==> src/sv/rmq_pkg.sv <==
// Shared types, constants and a width helper for the rotation matrix to quaternion block.
package rmq_pkg;

    localparam int FRAC_BITS_DEF = 14;
    localparam int ELEM_W        = 16;
    localparam int Q_W           = 16;
    localparam int QBITS         = Q_W - 1;
    localparam logic [Q_W-1:0] Q_POS_SAT = 16'h7fff;
    localparam logic [Q_W-1:0] Q_NEG_SAT = 16'h8000;

    typedef enum logic [1:0] {
        BR_TRACE = 2'd0,
        BR_Y     = 2'd1,
        BR_Z     = 2'd2,
        BR_X     = 2'd3
    } br_t;

    typedef struct packed {
        br_t        br;
        logic       inv;
        logic [3:0] neg;
    } rmq_ctl_t;

    // signed width of pivot argument and off-diagonal terms
    function automatic int term_width(input int frac);
        return (frac + 3 > 18) ? frac + 3 : 18;
    endfunction

endpackage

==> src/sv/rmq_sqrt.sv <==
// Pipelined integer square root, one root bit per stage.
module rmq_sqrt
    import rmq_pkg::*;
#(
    parameter int FRAC_BITS = FRAC_BITS_DEF,
    localparam int VW = term_width(FRAC_BITS),
    localparam int MW = VW - 1,
    localparam int SW = 2 * MW + 2,
    localparam int RW = MW + 1,
    localparam int TW = 2 * RW + 2
) (
    input  logic               aclk,
    input  logic               aresetn,
    input  logic               ce,
    input  logic               in_valid,
    input  logic [SW-1:0]      in_sum,
    input  logic [3:0][MW-1:0] in_mag,
    input  rmq_ctl_t           in_ctl,
    output logic               out_valid,
    output logic [RW-1:0]      out_root,
    output logic [3:0][MW-1:0] out_mag,
    output rmq_ctl_t           out_ctl
);

    logic [TW-1:0]      rem_reg   [RW];
    logic [TW-1:0]      root_reg  [RW];
    logic [3:0][MW-1:0] mag_reg   [RW];
    rmq_ctl_t           ctl_reg   [RW];
    logic               valid_reg [RW];

    for (genvar j = 0; j < RW; j++) begin : g_step
        localparam int SH = RW - 1 - j;
        logic [TW-1:0]      rem_cur, root_cur, trial;
        logic [3:0][MW-1:0] mag_cur;
        rmq_ctl_t           ctl_cur;
        logic               valid_cur, take;

        if (j == 0) begin : g_first
            assign rem_cur   = TW'(in_sum);
            assign root_cur  = '0;
            assign mag_cur   = in_mag;
            assign ctl_cur   = in_ctl;
            assign valid_cur = in_valid;
        end else begin : g_next
            assign rem_cur   = rem_reg[j-1];
            assign root_cur  = root_reg[j-1];
            assign mag_cur   = mag_reg[j-1];
            assign ctl_cur   = ctl_reg[j-1];
            assign valid_cur = valid_reg[j-1];
        end

        // (root + 2^SH)^2 - root^2
        assign trial = (root_cur << (SH + 1)) + (TW'(1) << (2 * SH));
        assign take  = (rem_cur >= trial);

        always_ff @(posedge aclk) begin
            if (ce) begin
                rem_reg[j]  <= take ? rem_cur - trial : rem_cur;
                root_reg[j] <= take ? (root_cur | (TW'(1) << SH)) : root_cur;
                mag_reg[j]  <= mag_cur;
                ctl_reg[j]  <= ctl_cur;
            end
        end

        always_ff @(posedge aclk) begin
            if (!aresetn) begin
                valid_reg[j] <= 1'b0;
            end else if (ce) begin
                valid_reg[j] <= valid_cur;
            end
        end
    end

    assign out_valid = valid_reg[RW-1];
    assign out_root  = RW'(root_reg[RW-1]);
    assign out_mag   = mag_reg[RW-1];
    assign out_ctl   = ctl_reg[RW-1];

endmodule

==> config.mk <==
export PLATFORM = sky130hd
export DESIGN_NAME = rmq_sqrt
export DESIGN_NICKNAME = d
export VERILOG_FILES = /design/src/sv/rmq_pkg.sv /design/src/sv/rmq_sqrt.sv
export SDC_FILE = /design/constraint.sdc
export NUM_CORES = 2
export LEC_CHECK = 0
export BUFFER_PORTS_ARGS = -buffer_cell sky130_fd_sc_hd__buf_4
export CAP_MARGIN = 20
export CORE_MARGIN = 4
export CORE_UTILIZATION = 23
export CTS_BUF_LIST = sky130_fd_sc_hd__clkbuf_8
export CTS_CLUSTER_DIAMETER = 40
export DETAILED_ROUTE_END_ITERATION = 10
export PLACE_DENSITY = 0.36
export SLEW_MARGIN = 15
export SYNTH_ARGS = -nofsm -noshare
export SYNTH_HDL_FRONTEND = slang
export SYNTH_SLANG_ARGS = --single-unit
==> constraint.sdc <==
create_clock -name aclk -period 3.65 [get_ports aclk]
set_input_delay 0.5475 -clock aclk [delete_from_list [all_inputs] [get_ports aclk]]
set_output_delay 0.5475 -clock aclk [all_outputs]
set_load 0.02 [all_outputs]
### Yosys cells after proc, flatten, opt, wreduce, memory -nomap -nowiden

Memories as Yosys holds them, arrays and structs flattened.
Index checks and enable logic that the tools add are counted.

* register bits after elaboration: 0
* RAM bits: 2736
* input port bits: 115
* output and inout bits: 94
* word-level logic and storage cells: 135
* memories: 5

* add/subtract/negate cells: 35
* magnitude comparators: 18
* multiplexer cells: 59
* bitwise logic cells: 18

Memories
* mag_reg: words 18, width 68, read ports 18, clocked after memory_dff 0, write ports 18, line rmq_sqrt.sv:27 `logic [3:0][MW-1:0] mag_reg [RW];`
* rem_reg: words 18, width 38, read ports 17, clocked after memory_dff 0, write ports 18, line rmq_sqrt.sv:25 `logic [TW-1:0] rem_reg [RW];`
* root_reg: words 18, width 38, read ports 18, clocked after memory_dff 0, write ports 18, line rmq_sqrt.sv:26 `logic [TW-1:0] root_reg [RW];`
* ctl_reg: words 18, width 7, read ports 18, clocked after memory_dff 0, write ports 18, line rmq_sqrt.sv:28 `rmq_ctl_t ctl_reg [RW];`
* valid_reg: words 18, width 1, read ports 18, clocked after memory_dff 0, write ports 18, line rmq_sqrt.sv:29 `logic valid_reg [RW];`

Operators with widths (count)
* $mux 38: 18
* $ge 38x38->1: 17
* $sub 38x38->38: 17
* $add 38x1->38 const B: 1
* $add 38x11->38 const B: 1
* $add 38x13->38 const B: 1
* $add 38x15->38 const B: 1
* $add 38x17->38 const B: 1
* $add 38x19->38 const B: 1
* $add 38x21->38 const B: 1
* $add 38x23->38 const B: 1
* $add 38x25->38 const B: 1
* $add 38x27->38 const B: 1
* $add 38x29->38 const B: 1
* $add 38x3->38 const B: 1
* $add 38x31->38 const B: 1
* $add 38x33->38 const B: 1
* $add 38x5->38 const B: 1
* $add 38x7->38 const B: 1
* $add 38x9->38 const B: 1
* $sub 36x35->37 const B: 1
* $ge 36x35->1 const B: 1
* $mux 1: 24
* $mux 18: 1
* 17 further kinds: 34

### Depth between registers and ports, before layout

* word-level depth: 4
* gate-level depth with buffers: 13
* mapped depth without buffers: 11

### Least setup slack after synthesis

No wires, ideal clock.

* path kind: register to register
* start point: memory rem_reg[13][9] (netlist name)
* end point: memory rem_reg[14][31] (netlist name), data pin
* setup time: 271 ps
* data arrival time: 2724 ps
* required time: 3379 ps
* path slack: 655 ps
* cell stages (with the launch flop): 10
* buffers on the path: 0
* period minus slack after synthesis: 2995 ps
* cells stage by stage: edfxtp_1 > ha_1 > or4b_2 > nor4_1 > nand3_1 > or4b_1 > nor4b_2 > or4_4 > nor4_1 > xor2_1

RTL lines (line)
* from (decl): rmq_sqrt.sv:25

==> impl_metrics.ini <==
[sta]
drv_slew = 0
setup_viol = 0
fmax_mhz = 286
max-slew-margin-rel = 0.436
timing.final.ws_setup_ps = 153
grt_setup_unrepaired = no
fin_skew_ps = 50.8
worstMarginPinSlew_ps = 845
hold_violations = 0
fin_crit_sh = 0.958
tns_ps = 0
period_needed_ps = 3500

[setup_path]
rr_endpoint = rem_reg[14][31]
reg2reg_depth = 10
regToRegSetupSlack_ps = 150
worstSetupStartpointType = flop
worstSetupPathType = reg -> reg
path_max_fanout = 5
cp-end-kind = flop
r2r-start = rem_reg[13][9]
required_ps = 4350
timing.critical_path.arrival_ps = 4190

[routing]
vias = 38200
wl_mm = 139
wire_per_inst_um = 13.8
via_per_inst = 3.78
postRouteAntennaNets = 0
drt_iter0_drc = 2123
drc_errors = 0
dr.pass1.iters = 5

[clock_network]
path_clk_slew_ps = 60
cts_buffers = 424
cts_sinks = 2184
clk_latency_ps = 1000
cts-htree-levels = 5
cts_tree = yes
clockRootBuffer = clkbuf_8
clockBufferDepth = 4

[pwr]
p_per_area_nw_per_um2 = 600
vdd_ir_drop_max_uv = 279
p_leak_nw = 34.6

[hold_path]
hold_class = in -> reg
holdPathStages = 2
hp-start = in_mag[65]
hold-path-endpoint = mag_reg[0][65]

[yosys]
synthFlopType = edfxtp_1
synth_top_cell_by_area = edfxtp_1
synth_commonest_cells = edfxtp_1 (2183), inv_1 (228), nor2_1 (212)
synth_nets = 4678
synthMuxAreaShare = 0.00456
ys.warnings.count = 0
synth_area_leaders = edfxtp_1 (82%), ha_1 (2.9%), xnor2_1 (1.6%)
synth_edf_count = 2183
synth-simple-area-share = 0.0615
syn_area_per_cell_um2 = 18.2
synth.most_common_cell = edfxtp_1
async_reset_ff_frac = 0
synth-adder-area-share = 0.0290
synth_top_family_by_area = simple AND/OR/NAND/NOR gates
synth_compound_area_frac = 0.0392
postSynthCellCount = 4378
ys_types = 92
yosys_register_bits = 2184
yosysTopAreaCellShare = 0.822
ys_seq_area_frac = 0.822
synth_area_um2 = 79800
synth-xor-area-share = 0.0299

[finish]
fin_cells = 10100
design_area_um2 = 97300
final_core_util = 0.281
syn2layout_area_growth_pct = 22.0
largest_reg_flops = 1224
nNetsFinal = 5485
drive_above_1_share = 0.170

[global_routing]
gr-total-overflow = 0
grt_usage = 0.0763
grt_max_degree = 145
antenna_found_initial = 3
grt_pass1_vias = 40600
grt_pass1_wl_mm = 221

[placement]
dp_slack_ps = 173
dp_cells = 9220
io_buffers = 208
dpl_cell_area_um2 = 87900
dpl.hpwl_mm = 86.8
place_congestion = 0.765

[die]
die_h_um = 597
dieWidth_um = 597
start_util = 0.231
fp.coreArea_um2 = 346000
rows = 216
die_area_um2 = 356000
pin_count = 209

[outcome]
outcome = finished, final reports clean

[flow_run]
cap_violations = 0
## worst max path at each step
stage,from,slack [ps],to,cells past startpoint
2_1_floorplan,rem_reg[13][9],650,rem_reg[14][31],9
3_3_place_gp,root_reg[13][5],20,rem_reg[14][31],11
3_5_place_dp,rem_reg[13][9],170,rem_reg[14][31],10
4_1_cts,rem_reg[13][9],130,rem_reg[14][31],10
5_1_grt,root_reg[13][5],20,rem_reg[14][33],11
6_report,rem_reg[13][9],150,rem_reg[14][31],10
## routing by layer
layer | GRT usage | wire length, um | vias to the layer above
met5 | 0 | 0 | -
met4 | 0.0447 | 7440 | 0
met3 | 0.0191 | 7030 | 470
met2 | 0.122 | 63600 | 802
met1 | 0.0933 | 60900 | 18300
li1 | - | - | 18700
## kinds of logic (layout without fill, tap and decap cells)
logic type	Yosys count	after routing
simple gates	929	929
buf+inv	279	1425
fa+ha+maj	185	185
xor+xnor	272	272
mux	33	33
flops	2184	2184
other cells	1	3
compound gates	495	495
## cell type report
| class | count | area, um2 |
|---|---|---|
| timing repair buffer | 430 | 3800 |
| antenna | 2 | 5.00 |
| clock inverter | 336 | 2310 |
| clock buffer | 429 | 5900 |
| multi-input combinational | 1915 | 13100 |
| sequential | 2184 | 65600 |
| inverter | 230 | 863 |
| fill | 34600 | 249000 |
| tap | 4578 | 5730 |
## power breakdown
group,switching [mW],internal [mW]
combinational,2.46,1.79
clock,10.5,12.8
sequential,0.946,29.9
total,13.9,44.5
## cell usage in the layout, fill, tap and decap left out, types with 11 or more instances in the layout
cell type,synthesis,final
edfxtp_1,2183,2183
clkbuf_8,0,429
inv_1,228,336
buf_4,7,291
nor2_1,212,211
ha_1,185,185
nand2_1,173,173
a21oi_1,156,156
xnor2_1,145,145
xor2_1,127,127
dlygate4sd3_1,0,117
o21ai_0,117,116
clkinv_1,0,101
nor4_1,99,99
nor3_1,95,95
nand3_1,58,58
a21o_1,55,55
clkinv_2,0,52
or3_1,43,43
nand4_1,37,37
o21a_1,37,37
nand2b_1,34,34
nor2b_1,29,29
mux2_2,27,27
bufinv_16,0,25
or4_1,23,23
and3_1,22,22
clkinvlp_4,0,22
buf_12,0,21
a211oi_1,20,20
o31ai_1,18,18
nor4b_1,16,16
nand3b_1,15,15
or2_2,14,14
and2_1,12,12
o211ai_1,12,12
a31oi_1,11,11
## worst max-delay path: stages, from the launching register on
cell	delay [ps]
edfxtp_1	400
ha_1	350
or4b_2	650
nor4_1	260
buf_4	170
nand3_1	80
or4b_1	240
nor4b_4	60
or4_4	530
nor4_1	320
xor2_1	130
## timing repair
action	4_1_cts	5_1_grt
gates resized for setup	0	2
hold endpoints to repair	167	0
setup buffers	0	0
setup endpoints to repair	0	25
hold buffers	117	0
## stage by stage
stage | power (mW) | hold slack [ps]
after CTS | 59.9 | 10.0
after floorplan | 33.7 | 400
final | 58.4 | 241
after detailed placement | 35.6 | 405
after global routing | 61.7 | 85.4
after global placement | 35.6 | 400
(Power assumes the default switching activity.)
