File: config.mk
export PLATFORM = sky130hd
export DESIGN_NAME = rmq_front
export DESIGN_NICKNAME = d
export VERILOG_FILES = /design/src/sv/rmq_pkg.sv /design/src/sv/rmq_front.sv
export SDC_FILE = /design/constraint.sdc
export NUM_CORES = 2
export LEC_CHECK = 0
export BUFFER_PORTS_ARGS = -buffer_cell sky130_fd_sc_hd__buf_2
export CORE_ASPECT_RATIO = 0.8
export CORE_UTILIZATION = 25
export CTS_CLUSTER_DIAMETER = 50
export DETAILED_ROUTE_END_ITERATION = 10
export GPL_ROUTABILITY_DRIVEN = 0
export HOLD_SLACK_MARGIN = 0.02
export PLACE_DENSITY = 0.48
export SYNTH_ARGS = -nofsm -noshare
export SYNTH_HDL_FRONTEND = slang
export SYNTH_SLANG_ARGS = --single-unit
export TNS_END_PERCENT = 50
File: constraint.sdc
create_clock -name aclk -period 15.47 [get_ports aclk]
set_clock_uncertainty 0.2 [all_clocks]
set_input_delay 1.547 -clock aclk [delete_from_list [all_inputs] [get_ports aclk]]
set_output_delay 1.547 -clock aclk [all_outputs]
set_load 0.01 [all_outputs]
File: src/sv/rmq_pkg.sv
// Shared types, constants and a width helper for the rotation matrix to quaternion block.
package rmq_pkg;

    localparam int FRAC_BITS_DEF = 14;
    localparam int ELEM_W        = 16;
    localparam int Q_W           = 16;
    localparam int QBITS         = Q_W - 1;
    localparam logic [Q_W-1:0] Q_POS_SAT = 16'h7fff;
    localparam logic [Q_W-1:0] Q_NEG_SAT = 16'h8000;

    typedef enum logic [1:0] {
        BR_TRACE = 2'd0,
        BR_Y     = 2'd1,
        BR_Z     = 2'd2,
        BR_X     = 2'd3
    } br_t;

    typedef struct packed {
        br_t        br;
        logic       inv;
        logic [3:0] neg;
    } rmq_ctl_t;

    // signed width of pivot argument and off-diagonal terms
    function automatic int term_width(input int frac);
        return (frac + 3 > 18) ? frac + 3 : 18;
    endfunction

endpackage

File: src/sv/rmq_front.sv
// Branch select, component terms, magnitudes, squares and sum of squares (three stages).
module rmq_front
    import rmq_pkg::*;
#(
    parameter int FRAC_BITS = FRAC_BITS_DEF,
    localparam int VW = term_width(FRAC_BITS),
    localparam int MW = VW - 1,
    localparam int SW = 2 * MW + 2
) (
    input  logic                       aclk,
    input  logic                       aresetn,
    input  logic                       ce,
    input  logic                       in_valid,
    input  logic signed [ELEM_W-1:0]   m00, m01, m02,
    input  logic signed [ELEM_W-1:0]   m10, m11, m12,
    input  logic signed [ELEM_W-1:0]   m20, m21, m22,
    output logic                       out_valid,
    output logic [SW-1:0]              out_sum,
    output logic [3:0][MW-1:0]         out_mag,
    output rmq_ctl_t                   out_ctl
);

    logic signed [VW-1:0] e00, e01, e02, e10, e11, e12, e20, e21, e22;
    logic signed [VW-1:0] one_v, trace, a_v;
    logic signed [VW-1:0] v_next [4];
    br_t                  br_next;

    logic signed [VW-1:0] v_reg [4];
    br_t                  br_a_reg;
    logic                 inv_a_reg;
    logic                 valid_a_reg;

    logic [3:0][MW-1:0]   mag_next;
    logic [3:0]           neg_next;
    logic [3:0][MW-1:0]   mag_b_reg;
    logic [3:0][2*MW-1:0] sq_reg;
    rmq_ctl_t             ctl_b_reg;
    logic                 valid_b_reg;

    logic [SW-1:0]        sum_reg;
    logic [3:0][MW-1:0]   mag_c_reg;
    rmq_ctl_t             ctl_c_reg;
    logic                 valid_c_reg;

    assign e00 = VW'(m00);
    assign e01 = VW'(m01);
    assign e02 = VW'(m02);
    assign e10 = VW'(m10);
    assign e11 = VW'(m11);
    assign e12 = VW'(m12);
    assign e20 = VW'(m20);
    assign e21 = VW'(m21);
    assign e22 = VW'(m22);
    assign one_v = VW'(1) <<< FRAC_BITS;
    assign trace = e00 + e11 + e22;

    // pivot on the trace, else on the largest diagonal element
    always_comb begin
        priority if (!trace[VW-1]) begin
            br_next   = BR_TRACE;
            a_v       = one_v + trace;
            v_next[0] = a_v;
            v_next[1] = e12 - e21;
            v_next[2] = e20 - e02;
            v_next[3] = e01 - e10;
        end else if (m11 > m00 && m11 > m22) begin
            br_next   = BR_Y;
            a_v       = one_v - e00 + e11 - e22;
            v_next[0] = e20 - e02;
            v_next[1] = e10 + e01;
            v_next[2] = a_v;
            v_next[3] = e21 + e12;
        end else if (m22 > m00) begin
            br_next   = BR_Z;
            a_v       = one_v - e00 - e11 + e22;
            v_next[0] = e01 - e10;
            v_next[1] = e20 + e02;
            v_next[2] = e21 + e12;
            v_next[3] = a_v;
        end else begin
            br_next   = BR_X;
            a_v       = one_v + e00 - e11 - e22;
            v_next[0] = e12 - e21;
            v_next[1] = a_v;
            v_next[2] = e10 + e01;
            v_next[3] = e20 + e02;
        end
    end

    always_comb begin
        for (int i = 0; i < 4; i++) begin
            neg_next[i] = v_reg[i][VW-1];
            mag_next[i] = neg_next[i] ? MW'(-v_reg[i]) : MW'(v_reg[i]);
        end
    end

    always_ff @(posedge aclk) begin
        if (ce) begin
            for (int i = 0; i < 4; i++) begin
                v_reg[i]  <= v_next[i];
                sq_reg[i] <= (2*MW)'(mag_next[i]) * (2*MW)'(mag_next[i]);
            end
            br_a_reg      <= br_next;
            inv_a_reg     <= a_v[VW-1] || (a_v == '0);
            mag_b_reg     <= mag_next;
            ctl_b_reg.br  <= br_a_reg;
            ctl_b_reg.inv <= inv_a_reg;
            ctl_b_reg.neg <= neg_next;
            sum_reg       <= SW'(sq_reg[0]) + SW'(sq_reg[1]) + SW'(sq_reg[2]) + SW'(sq_reg[3]);
            mag_c_reg     <= mag_b_reg;
            ctl_c_reg     <= ctl_b_reg;
        end
    end

    always_ff @(posedge aclk) begin
        if (!aresetn) begin
            valid_a_reg <= 1'b0;
            valid_b_reg <= 1'b0;
            valid_c_reg <= 1'b0;
        end else if (ce) begin
            valid_a_reg <= in_valid;
            valid_b_reg <= valid_a_reg;
            valid_c_reg <= valid_b_reg;
        end
    end

    assign out_valid = valid_c_reg;
    assign out_sum   = sum_reg;
    assign out_mag   = mag_c_reg;
    assign out_ctl   = ctl_c_reg;

endmodule

Word-level counts from Yosys, hierarchy flattened
Memories as Yosys holds them, arrays and structs flattened.
Index checks and enable logic that the tools add are counted.
{ "word_totals": {"ff_bits": 328, "ramBits": 72, "out_inout_bits": 112, "word_cells": 76, "mem_count": 1} }
{ "memory_table": {"columns": ["name", "words", "width", "rd", "rd_ports_with_merged_regs", "wr", "line_no", "source"], "rows": [
  ["v_reg", 4, 18, 4, 0, 4, "rmq_front.sv:28", "logic signed [VW-1:0] v_reg [4];"]
]} }
{ "classes": {"addsub": 24, "multipliers": 4, "magnitude_cmp": 3, "mux": 14, "bitwise_logic": 1, "n_reduce_logical": 4} }
{ "ops": {"columns": ["op", "n"], "rows": [
  ["72-bit two-way mux", 3],
  ["17-bit by 17-bit multiplier with 34-bit output", 4],
  ["16-bit by 16-bit adder with 17-bit output", 4],
  ["17-bit two-way mux", 4],
  ["17-bit negator", 4],
  ["18-bit two-way mux", 3],
  ["16-bit by 16-bit subtractor with 17-bit output", 3],
  ["16-bit > comparator", 3],
  ["17-bit by 16-bit adder with 18-bit output", 2],
  ["35-bit by 34-bit adder with 36-bit output", 1],
  ["36-bit by 34-bit adder with 36-bit output", 1],
  ["17-bit by 16-bit subtractor with 18-bit output", 2],
  ["18-bit by 16-bit subtractor with 18-bit output", 2],
  ["34-bit by 34-bit adder with 35-bit output", 1],
  ["16-bit by 18-bit adder with 18-bit output (first input constant)", 1],
  ["18-bit by 16-bit adder with 18-bit output", 1],
  ["18-bit logical NOT", 1],
  ["16-bit by 16-bit adder with 17-bit output (first input constant)", 1],
  ["16-bit by 16-bit subtractor with 17-bit output (first input constant)", 1],
  ["1-bit two-way mux", 4],
  ["2-bit OR reduction", 1],
  ["1-bit logical AND", 1],
  ["1-bit logical OR", 1],
  ["1-bit NOT", 1]
]} }

Longest topological paths before layout
{ "depth": {"ltp_word": 8, "depth_mapped": 34, "mapped_depth_nobuf": 31} }

Least setup slack after synthesis
OpenSTA, ideal clock, no wires.
{ "synth_timing": {"path_type": "reg2reg", "start": "mem v_reg[2][0] (netlist name)", "end": "reg sq_reg[100] (netlist name), data pin", "setup_time_ns": 0.258, "arrival_time_ns": 8.198, "path_slack_ns": 6.814, "stages_incl_launch_ff": 32, "cell_sequence": "edfxtp_1 clkbuf_1 inv_1 clkbuf_1 ha_1 nand2_1 or3_1 or3_1 and2_1 xnor2_2 clkinv_1 nand2_1 fa_1 fa_1 fa_1 inv_1 fa_1 fa_1 inv_1 fa_1 inv_1 ha_1 a21o_1 a21o_1 a21o_1 a2111oi_0 a21oi_1 a221oi_1 o21ai_0 a21o_1 a21oi_1 xnor2_1"} }
{ "synth_rtl": {"columns": ["element", "line_no", "source"], "rows": [
  ["start, declared", "rmq_front.sv:28", null],
  ["end signal, assigned by index", "rmq_front.sv:101", "sq_reg[i] <= (2*MW)'(mag_next[i]) * (2*MW)'(mag_next[i]);"],
  ["end, declared", "rmq_front.sv:36", "logic [3:0][2*MW-1:0] sq_reg;"]
]} }

==> results.py <==
metrics = {
    "status": {
        "status": "completed",
    },
    "route": {
        "wl_met1_microns": 89700,
        "routed.top_layer": "met5",
        "drc": 0,
        "wire_per_inst_microns": 19.6,
        "drt_iter0_drc": 3028,
        "avgViaCountPerCell": 4.54,
        "drtAntennaViolNets": 0,
        "first_pass_iters": 6,
        "met3_length_microns": 11100,
        "vias": 44025,
        "routed_wl_microns": 190000,
        "dr_wl_met2_microns": 84000,
    },
    "clock_network": {
        "clkSinkCount": 392,
        "insertion_delay_ps": 690,
        "tritoncts": "done",
        "clockBufferDepth": 3,
        "htreeDepth": 3,
        "cts-root-buf": "clkbuf_16",
        "clk_pin_slew_ps": 60,
        "post-cts-setup-buffers": 0,
        "post_cts_resized": 0,
        "cts_made_buffers": 78,
        "cts_hold_repair.buffers": 0,
    },
    "place": {
        "dpl-instance-area_sq_um": 65200,
        "dpl.cell_count": 9539,
        "numPortBuffers": 259,
        "place_hpwl_microns": 160000,
    },
    "setup_path": {
        "timing.reg2reg.setup_slack_ps": 5370,
        "crit_arrival_ps": 10310,
        "worst_setup_path_end_kind": "flip-flop",
        "max_stage_delay_ps": 700,
        "cp_top_family": "adder cells",
        "crit_path_frequent_cell": "fa_1",
        "regToRegStartpoint": "v_reg[0][0]$_DFFE_PP_",
        "cp.buffers_inverters": 5,
        "r2r-end": "sq_reg[33]$_DFFE_PP_",
        "start_kind": "flip-flop",
        "r2r_cells": 28,
        "cp.required_ps": 15680,
        "worstPathMaxFanout": 13,
        "crit_type": "flip-flop to flip-flop",
        "cp_slowest_cell": "xor2_1",
    },
    "hold_path": {
        "hp-class": "flip-flop to flip-flop",
        "min_to": "out_mag[35]$_DFFE_PP_",
        "min_from": "mag_b_reg[35]$_DFFE_PP_",
        "whs_path_depth": 0,
    },
    "sta": {
        "max_freq_mhz": 99.0,
        "rsz0062_at_grt": "no",
        "fin_crit_sh_pct": 65.3,
        "fin_crit_ps": 10100,
        "setup_viol": 0,
        "worstMarginPinSlew_ps": 1150,
        "fin_tns_setup_ps": 0,
        "finalMaxSlewViolations": 0,
        "hold_viol_final": 0,
        "relSlewSlack_pct": 23.1,
    },
    "run": {
        "maxCapViolations": 0,
    },
    "floorplanning": {
        "initial_utilization_pct": 25.2,
        "core_sq_um": 238000,
        "io_pins": 260,
        "dieArea_sq_um": 241000,
        "die_h_microns": 439,
        "num_rows": 160,
        "die_x_microns": 549,
    },
    "grt": {
        "grt_pass1_vias": 46241,
        "grt_max_degree": 152,
        "track_usage_pct": 15.9,
        "grt_pass1_wl_microns": 288000,
        "gr-total-overflow": 0,
        "grt_antenna_before_repair": 23,
    },
    "logic_synthesis": {
        "postSynthAreaPerCell_sq_um": 9.66,
        "ys_seq_elements": 392,
        "yosysTopAreaCell": "fa_1",
        "async_reset_ff_share_pct": 0,
        "yosysSeqAreaShare_pct": 19.6,
        "ys.flop_type": "edfxtp_1",
        "synthesis.instances": 6192,
        "synth_warnings": 0,
        "synth_top_cell_area_share_pct": 30.2,
        "synth_area_leaders": "fa_1 30%, edfxtp_1 20%, ha_1 15%, inv_1 8.2%, xnor2_1 4.0%",
        "syn_area_sq_um": 59800,
        "synth-edff-count": 389,
        "synth_cell_types": 91,
    },
    "final_layout": {
        "final.fill_count": 25122,
        "nets": 8219,
        "multiInputGateArea_sq_um": 42700,
        "final_cell_count_no_fill": 9690,
        "regArea_sq_um": 11700,
        "final_common_cell": "inv_1",
        "layout-area-overhead-vs-synth_pct": 13.5,
        "final_core_util_pct": 28.6,
        "largest_reg_flops": 128,
        "fin_area_sq_um": 67900,
        "drive_gt1_share_pct": 8.14,
        "final_cell_mix": "1306 x inv_1, 902 x fa_1, 709 x ha_1",
    },
}
==> cell usage after synthesis (36+ instances only) <==
master / number
clkbuf_1: 120
xor2_1: 103
edfxtp_1: 389
nand2b_1: 41
o21ai_0: 228
inv_1: 1306
nand2_1: 523
nand3_1: 45
nor2b_1: 51
xnor2_1: 272
nor3_1: 60
ha_1: 709
o21bai_1: 36
fa_1: 902
a211oi_1: 47
a21o_1: 96
o21a_1: 47
nor2_1: 483
a21oi_1: 277
==> worst max-delay path by stage <==
stage                           from                     to  slack (ps)  cells past startpoint
2_1_floorplan  v_reg[2][0]$_DFFE_PP_  sq_reg[100]$_DFFE_PP_        6810                     31
4_1_cts        v_reg[0][0]$_DFFE_PP_   sq_reg[33]$_DFFE_PP_        5490                     28
6_report       v_reg[0][0]$_DFFE_PP_   sq_reg[33]$_DFFE_PP_        5370                     28
3_3_place_gp   v_reg[0][0]$_DFFE_PP_   sq_reg[33]$_DFFE_PP_        5770                     28
3_5_place_dp   v_reg[0][0]$_DFFE_PP_   sq_reg[33]$_DFFE_PP_        5580                     28
5_1_grt        v_reg[0][0]$_DFFE_PP_   sq_reg[33]$_DFFE_PP_        4910                     28
==> metrics by stage <==
step	hold WS [ps]	worst slack, ps
after floorplan	200	6810
after global placement	203	5770
after detailed placement	206	5580
after CTS	197	5490
after global routing	210	4910
final	200	5370
==> area by class of cell <==
class	instances	share of cell area, %
antenna	7	0.0258
multi-input combinational	4335	62.9
sequential	392	17.3
timing repair buffer	321	2.63
clock inverter	62	1.04
inverter	1332	7.37
clock buffer	82	2.90
tap	3159	5.82
==> kinds of logic (layout without fill, tap and decap cells) <==
family / after synthesis / in the layout / synth area share [%]
compound gates: 962 / 962 / 10.2
xor+xnor: 378 / 378 / 5.57
fa+ha+maj: 1611 / 1611 / 45.0
buf+inv: 1466 / 1797 / 9.22
flops: 392 / 392 / 19.6
mux: 23 / 23 / 0.402
other cells: 2 / 10 / 0.0126
simple gates: 1358 / 1358 / 9.88
==> layer usage <==
metal,vias to the layer above,GRT usage [%]
li1,20425,-
met4,2,3.97
met5,-,0
met3,201,2.43
met1,22152,22.6
met2,1245,25.0
Power is left out: the tool's default activity adds up to more than one toggle a clock period on the data nets, which glitch-free logic cannot reach.
